--- src/design/assert_macros.svh ---
// assertion macros used by the top-level design file
`ifndef ASSERT_MACROS_SVH
`define ASSERT_MACROS_SVH

// same-cycle implication, disabled during reset
`define ASSERT_SAME(label, ante, cons, msg) \
  label: assert property (@(posedge clk) disable iff (rst) (ante) |-> (cons)) \
    else $error(msg);

// next-cycle implication, disabled during reset
`define ASSERT_NEXT(label, ante, cons, msg) \
  label: assert property (@(posedge clk) disable iff (rst) (ante) |=> (cons)) \
    else $error(msg);

`endif

--- src/design/slmcs_pkg.sv ---
// types and constants for the scrolling led matrix column scanner
package slmcs_pkg;

  localparam int CFG_IDX_W  = 2;
  localparam int CFG_DATA_W = 8;
  localparam int S_TDATA_W  = 16;
  localparam int M_TDATA_W  = 24;
  localparam int COL_W      = 3;
  localparam int BYTE_W     = 8;

  localparam logic [CFG_IDX_W-1:0] CFG_COLUMN_COUNT = 2'd0;
  localparam logic [CFG_IDX_W-1:0] CFG_SPEED        = 2'd1;
  localparam logic [CFG_IDX_W-1:0] CFG_OFFSET_STEP  = 2'd2;
  localparam logic [CFG_IDX_W-1:0] CFG_SCROLL_LEN   = 2'd3;

  localparam logic OP_WRITE = 1'b0;
  localparam logic OP_TICK  = 1'b1;

  localparam logic [BYTE_W-1:0] COL_DRIVE_MSB = 8'h80;
  localparam logic [BYTE_W-1:0] BYTE_ONES     = 8'hff;

  typedef enum logic [1:0] {
    ST_IDLE,
    ST_MOD,
    ST_SCAN,
    ST_UPDATE
  } state_t;

endpackage

--- src/design/slmcs_store.sv ---
// animation store: one write port, one registered read port
module slmcs_store #(
  parameter int DEPTH = 64,
  parameter int AW    = 6
) (
  input  logic                      clk,
  input  logic                      we,
  input  logic [AW-1:0]             waddr,
  input  logic [slmcs_pkg::BYTE_W-1:0] wdata,
  input  logic [AW-1:0]             raddr,
  output logic [slmcs_pkg::BYTE_W-1:0] rdata
);
  import slmcs_pkg::*;

  logic [BYTE_W-1:0] mem [DEPTH];

  always_ff @(posedge clk) begin
    if (we) begin
      mem[waddr] <= wdata;
    end
  end

  always_ff @(posedge clk) begin
    rdata <= mem[raddr];
  end

endmodule

--- src/design/slmcs_mod.sv ---
// bit-serial remainder unit, one dividend bit per cycle
module slmcs_mod #(
  parameter int AW = 6
) (
  input  logic          clk,
  input  logic          rst,
  input  logic          start,
  input  logic [AW-1:0] dividend,
  input  logic [AW:0]   divisor,
  output logic          done,
  output logic [AW-1:0] rem
);
  import slmcs_pkg::*;

  localparam int CW = $clog2(AW + 1);

  logic [AW-1:0] shreg;
  logic [CW-1:0] cnt;
  logic          busy;
  logic [AW:0]   trial;

  assign trial = {rem, shreg[AW-1]};

  always_ff @(posedge clk) begin
    if (rst) begin
      busy <= 1'b0;
      done <= 1'b0;
      cnt  <= '0;
    end else begin
      done <= busy && (cnt == CW'(1));
      if (start) begin
        busy <= 1'b1;
        cnt  <= CW'(AW);
      end else if (busy) begin
        cnt <= cnt - CW'(1);
        if (cnt == CW'(1)) begin
          busy <= 1'b0;
        end
      end
    end
  end

  always_ff @(posedge clk) begin
    if (start) begin
      shreg <= dividend;
      rem   <= '0;
    end else if (busy) begin
      shreg <= shreg << 1;
      if (trial >= divisor) begin
        rem <= AW'(trial - divisor);
      end else begin
        rem <= AW'(trial);
      end
    end
  end

endmodule

--- src/design/scrolling_led_matrix_column_scan_top.sv ---
// top level of the scrolling led matrix column scanner
//
// input stream s_*: tuser is the op (0 store write, 1 frame tick); tdata carries
// entry_index and entry_data for store writes. configuration is written on
// cfg_we with cfg_index selecting column_count, speed, offset_step or the
// scroll length; the user must write it only while the block is idle, which
// the block itself does not enforce. output stream m_*: one transaction per
// scanned column with column_index, column_drive and row_data in tdata and
// tlast on the final column. a frame tick first reduces the scroll offset
// modulo the scroll length in a bit-serial unit (one bit per cycle), then
// emits one column per cycle from the store read port while the receiver
// does not stall, then advances the frame counter in an update state and,
// once the counter passes speed, the offset. the first column follows once
// the remainder is done and its store read is registered. s_tready is high
// only between items; a finished column waits in the output register, so the
// next item is taken while the last column waits. a receiver stall holds the
// output register and pauses the scan. reset (rst, synchronous) restores the
// state, configuration and output valid to their defaults and clears frame
// counter and offset; store contents stay undefined until written.
module scrolling_led_matrix_column_scan_top #(
  parameter int MAX_ENTRIES = 64,
  parameter int NUM_COLUMNS = 8
) (
  input  logic                               clk,
  input  logic                               rst,
  input  logic                               s_tvalid,
  output logic                               s_tready,
  // entry_index [5:0], entry_data [13:6], zero pad [15:14]
  input  logic [slmcs_pkg::S_TDATA_W-1:0]    s_tdata,
  // op
  input  logic                               s_tuser,
  output logic                               m_tvalid,
  input  logic                               m_tready,
  // column_index [2:0], column_drive [10:3], row_data [18:11], zero pad [23:19]
  output logic [slmcs_pkg::M_TDATA_W-1:0]    m_tdata,
  output logic                               m_tlast,
  input  logic                               cfg_we,
  input  logic [slmcs_pkg::CFG_IDX_W-1:0]    cfg_index,
  input  logic [slmcs_pkg::CFG_DATA_W-1:0]   cfg_data
);
  import slmcs_pkg::*;

  `include "assert_macros.svh"

  localparam int AW = $clog2(MAX_ENTRIES);
  localparam int LW = AW + 1;
  localparam int SW = ((AW > 6) ? AW : 6) + 1;

  state_t state, state_next;

  logic [3:0]        column_count;
  logic [7:0]        speed;
  logic [5:0]        offset_step;
  logic [6:0]        scroll_len;

  logic [7:0]        frame_counter;
  logic [AW-1:0]     scroll_offset;
  logic [AW-1:0]     pos, pos_next;
  logic [COL_W-1:0]  col;

  logic              out_valid;
  logic [COL_W-1:0]  out_col;
  logic [BYTE_W-1:0] out_drive;
  logic [BYTE_W-1:0] out_row;
  logic              out_last;

  logic [LW-1:0]     len_eff;
  logic [3:0]        n_eff;
  logic              col_last;
  logic [LW-1:0]     pos_inc;
  logic [SW-1:0]     offset_sum;
  logic [8:0]        count_inc;

  logic              in_accept;
  logic              tick_accept;
  logic              out_last_exp;
  logic              mod_start;
  logic              mod_done;
  logic [AW-1:0]     mod_rem;
  logic              load;
  logic              store_we;
  logic [BYTE_W-1:0] rdata;

  assign len_eff = (scroll_len == 7'd0) ? LW'(1) :
                   (32'(scroll_len) > MAX_ENTRIES) ? LW'(MAX_ENTRIES) :
                   LW'(scroll_len);
  assign n_eff      = (32'(column_count) > NUM_COLUMNS) ? 4'(NUM_COLUMNS) : column_count;
  assign col_last   = ({1'b0, col} + 4'd1) == n_eff;
  assign pos_inc    = {1'b0, pos} + LW'(1);
  assign offset_sum = SW'(scroll_offset) + SW'(offset_step);
  assign count_inc  = {1'b0, frame_counter} + 9'd1;

  assign in_accept    = s_tvalid && s_tready;
  assign tick_accept  = in_accept && (s_tuser == OP_TICK);
  assign out_last_exp = ({1'b0, out_col} + 4'd1) == n_eff;
  assign store_we  = in_accept && (s_tuser == OP_WRITE) && (32'(s_tdata[5:0]) < MAX_ENTRIES);

  slmcs_store #(
    .DEPTH (MAX_ENTRIES),
    .AW    (AW)
  ) u_store (
    .clk   (clk),
    .we    (store_we),
    .waddr (AW'(s_tdata[5:0])),
    .wdata (s_tdata[13:6]),
    .raddr (pos_next),
    .rdata (rdata)
  );

  slmcs_mod #(
    .AW (AW)
  ) u_mod (
    .clk      (clk),
    .rst      (rst),
    .start    (mod_start),
    .dividend (scroll_offset),
    .divisor  (len_eff),
    .done     (mod_done),
    .rem      (mod_rem)
  );

  always_comb begin
    state_next = state;
    s_tready   = 1'b0;
    mod_start  = 1'b0;
    load       = 1'b0;
    pos_next   = pos;
    case (state)
      ST_IDLE: begin
        s_tready = 1'b1;
        if (s_tvalid && (s_tuser == OP_TICK)) begin
          mod_start  = 1'b1;
          state_next = ST_MOD;
        end
      end
      ST_MOD: begin
        if (mod_done) begin
          pos_next   = mod_rem;
          state_next = (n_eff == 4'd0) ? ST_UPDATE : ST_SCAN;
        end
      end
      ST_SCAN: begin
        if (!out_valid || m_tready) begin
          load     = 1'b1;
          pos_next = (pos_inc == len_eff) ? '0 : AW'(pos_inc);
          if (col_last) begin
            state_next = ST_UPDATE;
          end
        end
      end
      ST_UPDATE: begin
        state_next = ST_IDLE;
      end
      default: begin
        state_next = ST_IDLE;
      end
    endcase
  end

  always_ff @(posedge clk) begin
    if (rst) begin
      state <= ST_IDLE;
    end else begin
      state <= state_next;
    end
  end

  always_ff @(posedge clk) begin
    if (rst) begin
      column_count <= 4'd8;
      speed        <= 8'd0;
      offset_step  <= 6'd1;
      scroll_len   <= 7'd8;
    end else if (cfg_we) begin
      case (cfg_index)
        CFG_COLUMN_COUNT: column_count <= cfg_data[3:0];
        CFG_SPEED:        speed        <= cfg_data;
        CFG_OFFSET_STEP:  offset_step  <= cfg_data[5:0];
        CFG_SCROLL_LEN:   scroll_len   <= cfg_data[6:0];
        default: begin
        end
      endcase
    end
  end

  always_ff @(posedge clk) begin
    if (rst) begin
      frame_counter <= '0;
      scroll_offset <= '0;
    end else if (state == ST_UPDATE) begin
      if (count_inc > {1'b0, speed}) begin
        frame_counter <= '0;
        scroll_offset <= (offset_sum >= SW'(len_eff)) ? '0 : AW'(offset_sum);
      end else begin
        frame_counter <= count_inc[7:0];
      end
    end
  end

  always_ff @(posedge clk) begin
    pos <= pos_next;
    if (state == ST_MOD) begin
      col <= '0;
    end else if (load) begin
      col <= col + COL_W'(1);
    end
  end

  always_ff @(posedge clk) begin
    if (rst) begin
      out_valid <= 1'b0;
    end else if (load) begin
      out_valid <= 1'b1;
    end else if (m_tready) begin
      out_valid <= 1'b0;
    end
  end

  always_ff @(posedge clk) begin
    if (load) begin
      out_col   <= col;
      out_drive <= (COL_DRIVE_MSB >> col) ^ BYTE_ONES;
      out_row   <= rdata;
      out_last  <= col_last;
    end
  end

  assign m_tvalid = out_valid;
  assign m_tlast  = out_last;
  assign m_tdata  = {5'd0, out_row, out_drive, out_col};

  `ASSERT_SAME(a_pos_in_range, state == ST_SCAN, {1'b0, pos} < len_eff, "scan beyond length")
  `ASSERT_SAME(a_mod_done_state, mod_done, state == ST_MOD, "remainder done outside mod phase")
  `ASSERT_SAME(a_last_matches, out_valid, out_last_exp == out_last, "tlast mismatch")
  `ASSERT_NEXT(a_tick_starts_mod, tick_accept, state == ST_MOD && !s_tready, "tick not started")

endmodule
--- config.mk ---
export PLATFORM = sky130hd
export DESIGN_NAME = scrolling_led_matrix_column_scan_top
export DESIGN_NICKNAME = d
export VERILOG_FILES = /design/src/design/slmcs_pkg.sv /design/src/design/slmcs_store.sv /design/src/design/slmcs_mod.sv /design/src/design/scrolling_led_matrix_column_scan_top.sv
export VERILOG_INCLUDE_DIRS = /design/src /design/src/design
export SDC_FILE = /design/constraint.sdc
export NUM_CORES = 1
export LEC_CHECK = 0
export ABC_CLOCK_PERIOD_IN_PS = 3700
export BUFFER_PORTS_ARGS = -buffer_cell sky130_fd_sc_hd__buf_2
export CORE_MARGIN = 10
export CORE_UTILIZATION = 56
export DETAILED_ROUTE_END_ITERATION = 16
export PLACE_DENSITY = 0.78
export SYNTH_ARGS = -nofsm -noshare
export SYNTH_HDL_FRONTEND = slang
export SYNTH_SLANG_ARGS = --single-unit
--- constraint.sdc ---
create_clock -name clk -period 3.7 [get_ports clk]
set_input_delay 0.185 -clock clk [delete_from_list [all_inputs] [get_ports clk]]
set_output_delay 0.185 -clock clk [all_outputs]
set_load 0.01 [all_outputs]
==> reports/results.txt, run 1 <==
First-pass GRT wire length: 102 mm
Reg-to-reg slack, setup: -0.15 ns
Die W: 235 microns
Initial antenna violation count: 0
I/O pin total: 59
Clock tree buffer depth: 3
CTS tree: done
Post-synthesis mux area share: 4.07%
Synth-to-Final Area Change: 19.0%
Commonest non-fill, non-tap cells in the layout: edfxtp_1, nand2_1, buf_4
Crit path cell chain: ha_4 -> and3_4 -> nand3_2 -> or4_4 -> a2111oi_4 -> buf_6 -> nand2_4 -> a32o_2 -> buf_12 -> nor2_8 -> buf_6 -> inv_8 -> buf_12 -> buf_4 -> and3_1 -> a311oi_1 -> o21ai_1 -> nand4_1
Min-delay worst type: primary input to register
Starting density of the core: 56.8%
Layout cell share with drive strength beyond 1: 21.1%
FF-to-FF path depth: 18
Largest family of logic cells by synthesized area: simple AND/OR/NAND/NOR gates
Core Util, Final: 67.6%
Post-route cell area: 0.0307 sq mm
R2r startpoint: pos[0]
Most used flip-flop cell after synthesis: edfxtp_1
Antenna cells: 0
Status: complete, but fails checks
Ys Warns: 0
Crit. End Element: register
Total number of vias: 18000
Hold depth: 4
Core box area: 0.0455 sq mm
Synth async-reset ratio: 0%
Period minus WS final: 3.85 ns
Die area: 0.0552 sq mm
Slowest library cell on the worst path: or4_4
Avg Cell Area, Syn: 12.8 sq um
Die Height: 235 microns
Cts bufs inserted: 59
Grt total ovfl: 0
Hold_sp: cfg_index[1]
Placer Congestion: 0.976
Critical path class: register to register
Final worst slack: -0.149 ns
Root buffer cell: clkbuf_16
Vias/cell: 6.19
Power density over cell area: 595 mW/mm^2
Reg2reg end: u_store.rdata[3]
Number of nets in the layout: 2336
Clk pin slew, worst setup/hold paths: 0.06 ns
H-tree Lvls: 2
Slew Limit Fails: 0
Seq/Total Area, Yosys: 67.9%
CP Launch Type: register
Initial DRC count: 2008
FP Rows: 78
WL/cell: 23.9 microns
Fin Setup TNS: -0.306 ns
Fin Hold WS: 0.0855 ns
IO Port Bufs: 51
Cell variety after synth: 81
Static leakage: 11.4 nW
Largest net degree at the start of global routing: 65
#FFs+latches synth: 608
Maximum clock frequency: 260 MHz
Maximum vdd ir drop: 473 uV
ANT nets after route: 0
Worst Hold End: column_count[1]
Hold Fails Final Rpt: 0
DRT Pass-1 Iters: 7
Worst Tran Pin Value: 1.14 ns
Dpl ws: -0.209 ns
Dpl cells: 2775
Max Cap Viol: 0
Simple-gate share of the synthesized area: 13.6%
Fin cells: 2903
Critical path peak fanout: 11
Slew headroom: 23.9%
Compound-cell area share of the yosys netlist: 8.37%
Setup violations, final: 4
Most common cell after layout, fill and taps aside: edfxtp_1
Failing checks: negative setup slack
Data arrival, critical path: 4.41 ns
Post-DP Area: 0.0281 sq mm
Final period util: 104%
Gate Count Post-Synth: 2015
Fin Clk Skew: 0.0367 ns
Total Power: 18.3 mW
Number of global-route vias before repair: 17400
Synthesized cell area: 0.0258 sq mm
Clock latency on the worst-skew pair: 0.63 ns
Number of synthesized flops with an enable pin: 538
Worst EP required: 4.26 ns
Final WL: 69.4 mm
RSZ-0062 raised after global routing: true
GRT Total Usage: 23.7%
DP Wirelength: 45.5 mm
CP max stage delay: 0.53 ns
Adder-cell share of the synthesized area: 2.19%
Post-Synth XOR/XNOR Area: 1.05%
DRC Markers: 0
CTS sink cnt: 608
sequential cells by signal, summed over array words and instances (netlist names), 2 cells and up:
register and count:
speed 8, column_count 4, out_col 3, scroll_len 7
col 3, out_row 8, u_mod.cnt 3, u_mod.rem 6
u_store.rdata 8, scroll_offset 6, frame_counter 8, out_drive 8
u_store.mem 512, pos 6, u_mod.shreg 6, state 2
offset_step 6
layout make-up:
cell class,instances,area (sq um)
Clock buffer,69,1540
Clock inverter,35,327
Fill cell,3048,14700
Inverter,41,169
Multi-Input combinational cell,1257,8010
Sequential cell,608,17600
Tap cell,600,751
Timing Repair Buffer,293,2390
worst max-delay path, delay by kind of cell (launching register included):
| family | cells | cell delay, ns |
|---|---|---|
| fa+ha+maj | 1 | 0.13 |
| flops | 1 | 0.37 |
| simple gates | 7 | 1.27 |
| compound gates | 4 | 1.19 |
| buf+inv | 6 | 0.82 |
report_power, final:
part / total, mW / leakage, nW / switching (mW) / internal (mW)
sequential: 7.88 / 5.40 / 0.179 / 7.70
clock: 5.82 / 0.904 / 2.52 / 3.30
combinational: 4.58 / 5.10 / 2.71 / 1.87
logic make-up (layout without fill, tap and decap cells):
logic type | after synthesis | after routing
compound gates | 313 | 313
xor+xnor | 26 | 26
fa+ha+maj | 44 | 44
buf+inv | 154 | 438
flops | 608 | 608
mux | 101 | 101
other cells | 1 | 5
simple gates | 768 | 768
synth_stat cells (all sizes together), types with 15 or more instances:
| library cell | n | area (sq um) |
|---|---|---|
| nand3 | 90 | 455 |
| nor3 | 17 | 90.1 |
| dfxtp | 70 | 1400 |
| a31oi | 23 | 144 |
| nor2 | 112 | 453 |
| ha | 42 | 526 |
| o21ai | 51 | 255 |
| a211oi | 35 | 263 |
| a311oi | 18 | 158 |
| xnor2 | 15 | 131 |
| and3 | 53 | 337 |
| a21oi | 80 | 415 |
| inv | 40 | 155 |
| buf | 68 | 397 |
| nand2 | 402 | 1510 |
| edfxtp | 538 | 16200 |
| clkbuf | 45 | 169 |
| mux2i | 87 | 871 |
layer usage:
| metal | part of all wire [%] | track usage (%) | routed length, microns |
|---|---|---|---|
| met3 | 9.0 | 3.60 | 6270 |
| met4 | 4.9 | 12.1 | 3410 |
| met2 | 49 | 39.6 | 33900 |
| met1 | 37 | 29.6 | 25800 |
| met5 | 0 | 0 | 0 |
timing repair:
action,in CTS,in global routing
pin swaps,13,24
endpoints found under the hold margin,24,0
hold buffers,9,0
buffers inserted,3,15
gates resized for setup,20,114
endpoints found under the setup margin,8,8
cloned,0,1
how the worst max path moves through the flow:
| stage | from | end | slack, ns | cells after the start |
|---|---|---|---|---|
| 6_report | pos[0] | u_store.rdata[3] | -0.15 | 18 |
| 5_1_grt | pos[0] | u_store.rdata[3] | -0.25 | 18 |
| 4_1_cts | pos[0] | u_store.rdata[3] | 0.001 | 19 |
| 3_5_place_dp | pos[0] | u_store.rdata[7] | -0.21 | 14 |
| 3_3_place_gp | pos[0] | u_store.rdata[7] | -0.14 | 16 |
| 2_1_floorplan | pos[0] | u_store.rdata[1] | 0.15 | 16 |
No activity file was read; power rests on OpenSTA's default activity.
==> run 2, diff against run 1 <==
--- a/config.mk
+++ b/config.mk
@@ -8,10 +8,12 @@
 export LEC_CHECK = 0
 export ABC_CLOCK_PERIOD_IN_PS = 3700
 export BUFFER_PORTS_ARGS = -buffer_cell sky130_fd_sc_hd__buf_2
+export CELL_PAD_IN_SITES_DETAIL_PLACEMENT = 1
+export CELL_PAD_IN_SITES_GLOBAL_PLACEMENT = 1
 export CORE_MARGIN = 10
-export CORE_UTILIZATION = 56
+export CORE_UTILIZATION = 47
 export DETAILED_ROUTE_END_ITERATION = 16
-export PLACE_DENSITY = 0.78
+export PLACE_DENSITY = 0.79
 export SYNTH_ARGS = -nofsm -noshare
 export SYNTH_HDL_FRONTEND = slang
 export SYNTH_SLANG_ARGS = --single-unit
==> run 2 against run 1 <==
Worst setup slack worse by 0.22 ns. Non-clock buffer count up 55. Clock skew down 0.0080 ns. Final cell count up 5.8%. Count of clock-buffer cells in the layout up 14. Via count up 5.3%. Hold slack worse by 0.017 ns. Die area up 17%. Largest cell class unchanged. Register-to-register slack worse by 0.22 ns. Highest routed layer is now met5. Cell area up 3.0%. The run still ends with negative setup slack left. Clock power up 12%.
==> reports/results.txt, run 2 (synthesis results as in run 1) <==
Worst path bufs/invs: 6 (unchanged)
Hold_sp: cfg_index[1]
GRT met3 Usage: 5.09% (+1.5 points)
Fin cells: 3071 (+5.8%)
Critical path class: register to register
WL/cell: 28.1 microns (+17%)
FP Rows: 85 (+9.0%)
Hold depth: 4 (unchanged)
Post-route cell area: 0.0317 sq mm (+3.0%)
Final period util: 110% (+5.9 points)
Maximum clock frequency: 246 MHz (-5.4%)
Die area: 0.0648 sq mm (+17%)
Post-DP Area: 0.0285 sq mm (+1.4%)
DP Wirelength: 53.1 mm (+17%)
CTS sink cnt: 608 (unchanged)
IO Port Bufs: 51 (unchanged)
ANT nets after route: 0 (unchanged)
Setup violations, final: 8 (+4)
Placer Congestion: 0.955 (-2.2%)
Largest register FFs: 512 (unchanged)
Reg with most FFs: u_store.mem
FF-to-FF path depth: 17 (-1)
Cts bufs inserted: 66 (+12%)
Layer with the highest usage: met2
Die W: 255 microns (+8.4%)
Slew Limit Fails: 0 (unchanged)
Starting density of the core: 47.7% (-9.1 points)
Max Cap Viol: 0 (unchanged)
First-pass GRT wire length: 124 mm (+21%)
GRT Total Usage: 25.6% (+1.8 points)
Vias/cell: 6.16 (-0.48%)
DRC Markers: 0 (unchanged)
Initial DRC count: 2015 (+0.35%)
Hold Fails Final Rpt: 0 (unchanged)
CP max stage delay: 0.51 ns (-0.02 ns)
Failing checks: negative setup slack
Layout fillers: 5259 (+73%)
Most common cell after layout, fill and taps aside: edfxtp_1
RSZ-0062 raised after global routing: true
Maximum vdd ir drop: 634 uV (+34%)
CTS tree: done
CP Launch Type: register
Data arrival, critical path: 4.57 ns (+0.16 ns)
Worst EP required: 4.21 ns (-0.05 ns)
DRT Pass-1 Iters: 7 (unchanged)
Crit. End Element: register
Reg2reg end: u_store.rdata[3]
Core box area: 0.0541 sq mm (+19%)
Clk pin slew, worst setup/hold paths: 0.07 ns (about the same)
Crit path cell chain: buf_6 -> nand3_4 -> xnor2_4 -> or4_4 -> a2111oi_4 -> buf_6 -> buf_6 -> nand2_4 -> a32o_2 -> buf_6 -> buf_8 -> a2111oi_4 -> buf_4 -> nor4_1 -> o21bai_1 -> nor4_4 -> nand4_1
R2r startpoint: pos[1]
Largest net degree at the start of global routing: 65 (unchanged)
Total Power: 19.2 mW (+5.1%)
Final worst slack: -0.367 ns (-0.218 ns)
Core Util, Final: 58.5% (-9.1 points)
Cell family with most CP delay: compound AO/OA/AOI/OAI gates
Initial antenna violation count: 1 (+1)
Crit-path most repeated cell: buf_6
Root buffer cell: clkbuf_16
Reg-to-reg slack, setup: -0.37 ns (-0.22 ns)
Worst Tran Pin Value: 1.35 ns (+0.214 ns)
Status: complete, but fails checks
Clock latency on the worst-skew pair: 0.63 ns (about the same)
Static leakage: 11.9 nW (+4.2%)
Critical path peak fanout: 6 (-5)
Number of global-route vias before repair: 20000 (+15%)
Synth-to-Final Area Change: 22.5%
Total number of vias: 18900 (+5.3%)
Layout cell share with drive strength beyond 1: 22.9% (+1.8 points)
Dpl cells: 2909 (+4.8%)
GR Layer Usage met2: 44.4% (+4.8 points)
Worst Hold End: column_count[2]
Die Height: 255 microns (+8.4%)
Slowest library cell on the worst path: or4_4
Min-delay worst type: primary input to register
I/O pin total: 59 (unchanged)
Grt total ovfl: 0 (unchanged)
Period minus WS final: 4.07 ns (+0.218 ns)
Met1 GRT Util: 29.7% (+0.12 points)
Commonest non-fill, non-tap cells in the layout: edfxtp_1, nand2_1, buf_4
Power density over cell area: 607 mW/mm^2 (+2.0%)
Fin Setup TNS: -1.97 ns (-1.66 ns)
Number of nets in the layout: 2398 (+2.7%)
Fin Clk Skew: 0.0287 ns (-0.00799 ns)
Final WL: 86.1 mm (+24%)
H-tree Lvls: 3 (+1)
Clock tree buffer depth: 3 (unchanged)
Slew headroom: 9.68% (-14 points)
## run 2: tightest hold or removal path: stages
cell	delay (ns)
buf_2	0.11
nor3b_1	0.13
mux2i_1	0.15
nor2_1	0.08
## run 2: power by group
part / leakage (nW) / internal, mW / switching, mW
logic: 5.47 / 1.87 / 2.96
clock network: 1.03 / 3.63 / 2.86
registers: 5.40 / 7.70 / 0.184
total: 11.9 / 13.2 / 6.00
## run 2: layer usage
| metal | wire length, microns | share of wire [%] |
|---|---|---|
| met3 | 6670 | 7.7 |
| met2 | 43200 | 50 |
| met5 | 13 | 0.015 |
| met4 | 4700 | 5.5 |
| met1 | 31500 | 37 |
## run 2: stage by stage
stage	worst slack (ns)	hold slack, ns
3_3_place_gp	-0.265	0.389
6_report	-0.367	0.0683
3_5_place_dp	-0.332	0.394
5_1_grt	-0.466	0.109
2_1_floorplan	0.149	0.284
4_1_cts	-0.0969	0.0532
## run 2: layout make-up
type,instances,area (sq um),share of cell area [%]
multi-input cells,1257,8040,25.4
clock buffers,83,1760,5.55
clock inverters,37,345,1.09
repair buffers,348,2930,9.24
inverters,41,171,0.541
well taps,696,871,2.75
diodes,1,2.50,0.00790
flip-flops and latches,608,17600,55.5
## run 2: timing repair
| item | in CTS | in global routing |
|---|---|---|
| resized for setup | 76 | 59 |
| endpoints found under the setup margin | 8 | 9 |
| setup buffers | 13 | 16 |
| hold endpoints to repair | 26 | 0 |
| cloned | 3 | 2 |
| pin swaps | 24 | 27 |
| hold buffers | 9 | 0 |
## run 2: how the worst max path moves through the flow
stage | start | end | slack [ns] | cells after the start
final | pos[1] | u_store.rdata[3] | -0.37 | 17
after global routing | pos[0] | u_store.rdata[3] | -0.47 | 17
after CTS | pos[1] | u_store.rdata[4] | -0.1 | 15
after detailed placement | pos[0] | u_store.rdata[3] | -0.33 | 14
after global placement | pos[0] | u_store.rdata[3] | -0.27 | 14
after floorplan | pos[0] | u_store.rdata[1] | 0.15 | 16
